--- src/qsl_pkg.sv ---
// Shared constants, types and state codes for the sorter.
package qsl_pkg;

  localparam int DEPTH_DEF      = 64;
  localparam int DATA_WIDTH_DEF = 32;
  localparam int IN_WIDTH       = 32;

  typedef enum logic {
    ST_LOAD,
    ST_DRAIN
  } state_t;

  // Command broadcast to every cell of the row.
  typedef struct packed {
    logic ins;    // insert the broadcast value in order
    logic shift;  // move every entry one place toward the head
  } cell_cmd_t;

endpackage

--- src/qsl_cell.sv ---
// One cell of the sorting row: holds one entry, ordered insert and shift.
module qsl_cell #(
  parameter int DATA_WIDTH = qsl_pkg::DATA_WIDTH_DEF
) (
  input  logic                         clk,
  input  logic                         rst,
  input  qsl_pkg::cell_cmd_t           cmd,
  input  logic signed [DATA_WIDTH-1:0] ins_value,
  input  logic                         left_valid,
  input  logic                         left_disp,
  input  logic signed [DATA_WIDTH-1:0] left_value,
  input  logic                         right_valid,
  input  logic signed [DATA_WIDTH-1:0] right_value,
  output logic                         valid,
  output logic                         disp,
  output logic signed [DATA_WIDTH-1:0] value
);
  import qsl_pkg::*;

  logic                         valid_next;
  logic signed [DATA_WIDTH-1:0] value_next;

  // This entry moves one place down when the new value sorts before it.
  assign disp = valid && (ins_value < value);

  always_comb begin
    valid_next = valid;
    value_next = value;
    if (cmd.shift) begin
      valid_next = right_valid;
      value_next = right_value;
    end else if (cmd.ins) begin
      if (left_disp) begin
        valid_next = 1'b1;
        value_next = left_value;
      end else if (disp || (!valid && left_valid)) begin
        valid_next = 1'b1;
        value_next = ins_value;
      end
    end
  end

  always_ff @(posedge clk) begin
    if (rst) begin
      valid <= 1'b0;
    end else begin
      valid <= valid_next;
    end
  end

  always_ff @(posedge clk) begin
    value <= value_next;
  end

endmodule

--- config.mk ---
export PLATFORM = sky130hd
export DESIGN_NAME = qsl_cell
export DESIGN_NICKNAME = d
export VERILOG_FILES = /design/src/qsl_pkg.sv /design/src/qsl_cell.sv
export SDC_FILE = /design/constraint.sdc
export NUM_CORES = 1
export LEC_CHECK = 0
export BUFFER_PORTS_ARGS = -buffer_cell sky130_fd_sc_hd__buf_4
export CAP_MARGIN = 15
export CORE_AREA = 2 2 83 85
export CTS_BUF_LIST = sky130_fd_sc_hd__clkbuf_8
export CTS_CLUSTER_SIZE = 10
export DETAILED_ROUTE_END_ITERATION = 10
export DIE_AREA = 0 0 85 87
export PLACE_DENSITY = 0.83
export RECOVER_POWER = 100
export SLEW_MARGIN = 15
export SYNTH_ARGS = -nofsm -noshare
export SYNTH_HDL_FRONTEND = slang
export SYNTH_SLANG_ARGS = --single-unit
--- constraint.sdc ---
create_clock -name clk -period 5.42 [get_ports clk]
set_clock_uncertainty 0.2 [all_clocks]
set_input_delay 1.084 -clock clk [delete_from_list [all_inputs] [get_ports clk]]
set_output_delay 1.084 -clock clk [all_outputs]
set_load 0.02 [all_outputs]
==> metrics.md, run 1 <==
| Metric | Value |
|---|---|
| Status | `complete, but fails checks` |
| Failing checks | `max-capacitance violations, max-slew violations` |
| Worst R2R End | `value[10]` |
| Post-detail-place hpwl | `5340 um` |
| WP data required | `5.13 ns` |
| Lkg Pwr | `1.74 nW` |
| DIE HEIGHT | `87 um` |
| Crit-path max FO | `33` |
| Routed len/inst | `14.3 um` |
| CTS max path bufs | `2` |
| Number of library cell types mapped by synthesis | `32` |
| Class of the worst hold path | `reg2reg` |
| WP buf/inv | `2` |
| Setup TNS | `0 ns` |
| Final WS setup | `0.952 ns` |
| Max incr delay on CP | `1.70 ns` |
| F_max | `224 MHz` |
| Mean area per synthesized cell | `9.55 sq um` |
| Core Region | `0.00657 sq mm` |
| DRC marker count from the first detailed-route iteration | `51` |
| Final Hold Viols | `0` |
| FF+latch count, synth | `33` |
| CTS root buffer | `clkbuf_8` |
| Hold depth | `2` |
| Pre-CTS setup slack | `1.31 ns` |
| Ant diodes | `0` |
| Min cycle time layout | `4.47 ns` |
| Area of the multi-input gates | `0.00137 sq mm` |
| Crit path cell chain | `clkbuf_1 > o21ai_0 > nand2b_1 > a41oi_1 > nand2_1 > clkbuf_2` |
| Crit-path leading delay family | `buffers and inverters` |
| Rows | `30` |
| Total iterations of the first detailed-routing run | `4` |
| CTS buffer count | `5` |
| H-tree level count | `2` |
| Drt drc | `0` |
| Worst-margin pin slew | `2.43 ns` |
| # setup viols final | `0` |
| Vias in the first global route | `2368` |
| RSZ-0062 raised after global routing | `no` |
| Register area | `981 sq um` |
| Routed vias | `2374` |
| Clk sinks | `33` |
| Max Slew Vio Count | `34` |
| Clk_lat worst skew | `0.28 ns` |
| Placed cell count | `470` |
| CP arrival | `4.18 ns` |
| Antenna violations before repair | `0` |
| Yosys Warn Count | `0` |
| Ys flop type | `edfxtp_1` |
| Reg2reg setup slack | `2.35 ns` |
| Crit path kind | `in2reg` |
| Power, Total | `0.772 mW` |
| Post-CTS Hold Buffers | `0` |
| Global Route Usage Sum | `18.3%` |
| GPL Wtd Cong | `0.754` |
| Cell Area, Synth | `0.00252 sq mm` |
| Critical path startpoint category | `primary input` |
| Post-Syn Nets | `398` |
| Max stage delay cell, worst path | `clkbuf_1` |
| Max-Cap Viols | `1` |
| Global-route wire length before repair | `10700 um` |
| Largest net degree at the start of global routing | `67` |
| Post-Route WL | `6840 um` |
| Starting Density | `38.4%` |
| Max transition margin | `-62.1%` |
| Share of layout cells above drive strength 1 | `28.7%` |
| Power density over cell area | `218 mW/mm^2` |
| Post-Layout Cell Count | `477` |
| Die width | `85 um` |
| Seq/Total Area, Yosys | `38.9%` |
| Fin crit share | `82.4%` |
| Post-synth EDFFs | `32` |
| CTS tree | `yes` |
| VDD IR max | `0.000110 V` |
| Hold EP | `valid` |
| Worst r2r path cells | `9` |
| Synth Instances | `264` |
| IO buf count | `136` |
| Synth-to-Final Area Change | `40.7%` |
| Clock slew at reported path FFs | `0.07 ns` |
| Io pins | `137` |
| GRT overflow | `0` |
| Finished Core Util | `54.0%` |
| Hold Startpoint | `valid` |
| Worst r2r src | `value[5]` |
| Worst setup EP type | `flip-flop` |
| Fillers | `601` |
| Ys async rst share | `0%` |
| Routed Antenna Nets | `0` |
| Layout Nets | `531` |
| Post-CTS Resized | `0` |
| Die area | `0.00740 sq mm` |
| Setup bufs post-CTS | `0` |
| Via/cell ratio | `4.98` |
cells by family after synthesis:
logic type / count (synthesis) / share of synthesized area [%]
flops: 33 / 38.9
buf+inv: 44 / 6.70
compound gates: 61 / 14.9
mux: 33 / 13.1
simple gates: 62 / 11.0
fa+ha+maj: 31 / 15.4
flip-flops by register name, indices dropped and copies added, names as in the netlist:
register,cells
value,32
valid,1
how the worst max path moves through the flow:
stage / startpoint / to / slack [ns] / depth (start not counted)
2_1_floorplan: ins_value[5] / disp / 1.52 / 7
3_3_place_gp: ins_value[5] / disp / 1.35 / 9
3_5_place_dp: ins_value[5] / disp / 1.31 / 9
4_1_cts: ins_value[5] / disp / 1.29 / 9
5_1_grt: left_disp / value[19] / 0.69 / 6
6_report: left_disp / value[10] / 0.95 / 6
synth_stat cells, types with 2 or more instances:
library cell | n | area (sq um)
a21o_1 | 2 | 15.0
a21oi_1 | 11 | 55.1
buf_2 | 3 | 15.0
clkbuf_1 | 8 | 30.0
edfxtp_1 | 32 | 961
ha_1 | 31 | 388
inv_1 | 33 | 124
mux2i_1 | 33 | 330
nand2_1 | 46 | 173
nand3_1 | 2 | 10.0
nor2_1 | 3 | 11.3
nor2b_1 | 2 | 12.5
nor3_1 | 2 | 10.0
nor3_2 | 2 | 20.0
o21ai_0 | 37 | 185
power breakdown:
part | internal [mW] | leakage (nW) | switching (mW)
combinational | 0.119 | 1.36 | 0.146
sequential | 0.315 | 0.337 | 0.0148
clock | 0.0848 | 0.0428 | 0.0923
total | 0.519 | 1.74 | 0.253
cell usage in the layout (no fill, tap or decap), types with 3 or more instances in the layout:
cell type / count
a21oi_1: 11
buf_4: 101
clkbuf_1: 35
clkbuf_8: 5
edfxtp_1: 32
ha_1: 31
inv_1: 34
mux2i_1: 33
nand2_1: 46
nor2_1: 3
o21ai_0: 37
layout make-up:
cell class / instances / area share (%)
clock inverter: 2 / 0.212
inverter: 33 / 3.49
sequential: 33 / 27.6
timing repair buffer: 137 / 25.2
clock buffer: 5 / 1.94
tap: 80 / 2.82
multi-input combinational: 187 / 38.7
metrics by stage:
| stage | hold slack, ns | area [sq um] |
|---|---|---|
| 6_report | 0.383 | 3550 |
| 3_5_place_dp | 0.371 | 3610 |
| 5_1_grt | 0.411 | 3550 |
| 2_1_floorplan | 0.420 | 2520 |
| 4_1_cts | 0.377 | 3680 |
| 3_3_place_gp | 0.358 | 3610 |
worst register-to-register path: cells and delay by family, from the launching register on:
family          cells  cell delay [ns]
fa+ha+maj           1             0.30
buf+inv             2             0.72
simple gates        1             0.06
flops               1             0.34
compound gates      5             1.05
routing by layer:
layer	track usage (%)	part of all wire [%]	vias to the layer above
met4	4.04	0.39	0
met2	34.4	53	91
met3	5.69	7.4	4
li1	-	-	1202
met5	0	0	-
met1	20.2	40	1077
Power figures use the tool's default switching activity.
==> inputs of run 2 (changes only) <==
Settings changed: ABC_AREA from default to 1, PLACE_DENSITY 0.83 to 0.86.
Clock period 5.42 ns to 3.8 ns, I/O delays scaled along.
==> run 2 against run 1 <==
  * The flow now finishes without violations
  * Highest routed layer unchanged
  * Synthesized cell count increased by 23%
  * Combinational power rose by 43%
  * Die area unchanged
==> metrics.md, run 2 <==
| Metric | Value |
|---|---|
| Status | `finished, final reports clean (was complete, but fails checks)` |
| Ys async rst share | `0% (unchanged)` |
| Commonest non-fill, non-tap cell in the layout | `buf_4 (unchanged)` |
| Total iterations of the first detailed-routing run | `4 (unchanged)` |
| Yosys Warn Count | `0 (unchanged)` |
| Clk_lat worst skew | `0.28 ns (about the same)` |
| Top flop regs | `value x32, valid x1 (unchanged)` |
| Post-synthesis simple-gate area fraction | `18.7% (was 11.0%)` |
| Antenna violations before repair | `0 (unchanged)` |
| Fillers | `647 (was 601)` |
| Mean area per synthesized cell | `7.75 sq um (was 9.55 sq um)` |
| GRT overflow | `0 (unchanged)` |
| Worst-margin pin slew | `1.05 ns (was 2.43 ns)` |
| Global Route Usage Sum | `20.2% (was 18.3%)` |
| Crit-path max FO | `2 (was 33)` |
| Yosys top cell area share | `38.3% (was 38.1%)` |
| Max transition margin | `29.7% (was -62.1%)` |
| Class of the worst hold path | `reg2reg (unchanged)` |
| Synth-to-Final Area Change | `42.0% (was 40.7%)` |
| Register area | `981 sq um (unchanged)` |
| Hold Startpoint | `valid (unchanged)` |
| Clk sinks | `33 (unchanged)` |
| RSZ-0062 raised after global routing | `no (unchanged)` |
| Setup bufs post-CTS | `0 (unchanged)` |
| Most frequent cells in the layout | `buf_4 (102), a21oi_1 (75), nand2_1 (64), inv_1 (47), nor2_1 (42) (was buf_4 (101), nand2_1 (46), o21ai_0 (37), clkbuf_1 (35), inv_1 (34))` |
| Core Region | `0.00657 sq mm (unchanged)` |
| CP arrival | `2.29 ns (was 4.18 ns)` |
| Starting Density | `38.2% (was 38.4%)` |
| Largest net degree at the start of global routing | `36 (was 67)` |
| Largest register FFs | `32 (unchanged)` |
| Ys flop type | `edfxtp_1 (unchanged)` |
| Critical path startpoint category | `primary input (unchanged)` |
| Post-CTS Resized | `0 (unchanged)` |
| Post-synthesis xor/xnor area fraction | `0% (unchanged)` |
| F_max | `308 MHz` |
| Share of layout cells above drive strength 1 | `25.6% (was 28.7%)` |
| Cell Area, Synth | `0.00251 sq mm (was 0.00252 sq mm)` |
| Rows | `30 (unchanged)` |
| Top reg by flops | `value (unchanged)` |
| Max incr delay on CP | `0.28 ns (was 1.70 ns)` |
| DRC marker count from the first detailed-route iteration | `116 (was 51)` |
| CTS tree | `yes (unchanged)` |
| Max-Cap Viols | `0 (was 1)` |
| Routed vias | `2635 (was 2374)` |
| Global-route wire length before repair | `12000 um (was 10700 um)` |
| # setup viols final | `0 (unchanged)` |
| Setup TNS | `0 ns (unchanged)` |
| Number of library cell types mapped by synthesis | `21 (was 32)` |
| Area of the multi-input gates | `0.00129 sq mm (was 0.00137 sq mm)` |
| GPL Wtd Cong | `0.801 (was 0.754)` |
| Post-detail-place hpwl | `5790 um (was 5340 um)` |
| Synth top area cells | `edfxtp_1 (38%), ha_1 (15%), a21oi_1 (15%) (was edfxtp_1 (38%), ha_1 (15%), mux2i_1 (13%))` |
| Min cycle time layout | `3.25 ns` |
| Io pins | `137 (unchanged)` |
| Fin crit share | `85.5%` |
| Power density over cell area | `314 mW/mm^2 (was 218 mW/mm^2)` |
| Max stage delay cell, worst path | `ha_1 (was clkbuf_1)` |
| Compound-Gate Fraction of Synth Area | `17.9% (was 14.9%)` |
| Finished Core Util | `54.2% (was 54.0%)` |
| Post-synth EDFFs | `32 (unchanged)` |
| Routed Antenna Nets | `0 (unchanged)` |
| Post-CTS Hold Buffers | `0 (unchanged)` |
| Worst r2r src | `value[19] (was value[5])` |
| Seq/Total Area, Yosys | `39.1% (was 38.9%)` |
| CTS buffer count | `5 (unchanged)` |
| Adder-cell area share of the yosys netlist | `15.5% (was 15.4%)` |
| Via/cell ratio | `4.91 (was 4.98)` |
| Synth top cells by count | `a21oi_1 (74), nand2_1 (63), inv_1 (45) (was nand2_1 (46), o21ai_0 (37), inv_1 (33), mux2i_1 (33), edfxtp_1 (32))` |
| Crit path kind | `in2out (was in2reg)` |
| Max Slew Vio Count | `0 (was 34)` |
| Layout Nets | `590 (was 531)` |
| Routed len/inst | `14.2 um (was 14.3 um)` |
| Most frequent cell after synthesis | `a21oi_1 (was nand2_1)` |
| WP data required | `2.84 ns (was 5.13 ns)` |
| Clock slew at reported path FFs | `0.07 ns (about the same)` |
| Crit path cell chain | `buf_4 > ha_1 > a21oi_1 > nor2_1 > nor2_1 > nand3_1 > a21oi_1 > nand2_1 > nand2_1 > nand3_1 > inv_1 > clkbuf_1 (was clkbuf_1 > o21ai_0 > nand2b_1 > a41oi_1 > nand2_1 > clkbuf_2)` |
| H-tree level count | `2 (unchanged)` |
| Ant diodes | `0 (unchanged)` |
| Final Hold Viols | `0 (unchanged)` |
| Post-Route WL | `7610 um (was 6840 um)` |
| VDD IR max | `0.000159 V (was 0.000110 V)` |
| Lkg Pwr | `1.80 nW (was 1.74 nW)` |
| Drt drc | `0 (unchanged)` |
| Vias in the first global route | `2713 (was 2368)` |
| Worst setup EP type | `primary output (was flip-flop)` |
| Die area | `0.00740 sq mm (unchanged)` |
| DIE HEIGHT | `87 um (unchanged)` |
| Combinational family with the most area after synthesis | `simple AND/OR/NAND/NOR gates (was adder cells)` |
| FF+latch count, synth | `33 (unchanged)` |
| IO buf count | `136 (unchanged)` |
| Die width | `85 um (unchanged)` |
| CTS max path bufs | `2 (unchanged)` |
| Cell taking the most area after synthesis | `edfxtp_1 (unchanged)` |
| CP startpoint | `ins_value[21] (was left_disp)` |
| CTS root buffer | `clkbuf_8 (unchanged)` |
| Post-synthesis mux area share | `0% (was 13.1%)` |
| Synth Instances | `324 (was 264)` |
| Post-Syn Nets | `458 (was 398)` |
-- run 2: changes by cell type after synthesis, moves of 4 or more --
cell      change
a21oi_1      +63
nor2_1       +39
o21ai_0      -35
mux2i_1      -33
nand2_1      +17
inv_1        +12
a21oi_2       +5
clkbuf_1      +4
-- run 2: logic make-up after synthesis --
kind of cell,Yosys count
and+or+nand+nor,116
AOI/OAI and AO/OA,85
buffers and inverters,59
DFF,33
adders and majority gates,31
-- run 2: metal layers --
layer	vias to the layer above	routed length [um]	track usage [%]
met1	1192	3030	22.9
met5	-	0	0
met2	93	3940	37.6
met4	0	91	5.34
met3	10	550	5.21
li1	1340	-	-
-- run 2: area by class of cell --
cell class | count | area share (%)
tap | 80 | 2.81
clock inverter | 2 | 0.211
timing repair buffer | 139 | 26.1
sequential | 33 | 27.5
inverter | 45 | 4.74
multi-input combinational | 232 | 36.3
clock buffer | 6 | 2.32
-- run 2: final timing paths --
kind	end	slack, ns	cells past startpoint
setup reg to reg	value[18]	0.73	14
setup / recovery	disp	0.55	12
hold reg to reg	valid	0.31	2
hold / removal	valid	0.31	2
-- run 2: through the flow --
step           hold slack, ns  total power [mW]  setup slack, ns  cells  cell area [sq um]
4_1_cts                 0.327              1.16            0.702    536               3680
2_1_floorplan           0.380             0.692            0.763    324               2510
3_5_place_dp            0.317             0.885            0.615    528               3590
6_report                0.315              1.12            0.552    537               3560
5_1_grt                 0.363              1.19            0.287    537               3560
3_3_place_gp            0.301             0.869            0.692    528               3590
-- run 2: power breakdown --
part	switching (mW)	total, mW	internal [mW]
logic	0.217	0.378	0.161
registers	0.0196	0.468	0.448
clock network	0.130	0.273	0.143
total	0.367	1.12	0.751
-- run 2: worst max-delay path: cells and delay by family --
| family | cells | cell delay [ns] |
|---|---|---|
| AOI/OAI and AO/OA | 2 | 0.33 |
| and+or+nand+nor | 6 | 0.46 |
| adders and majority gates | 1 | 0.28 |
| buffers and inverters | 3 | 0.45 |
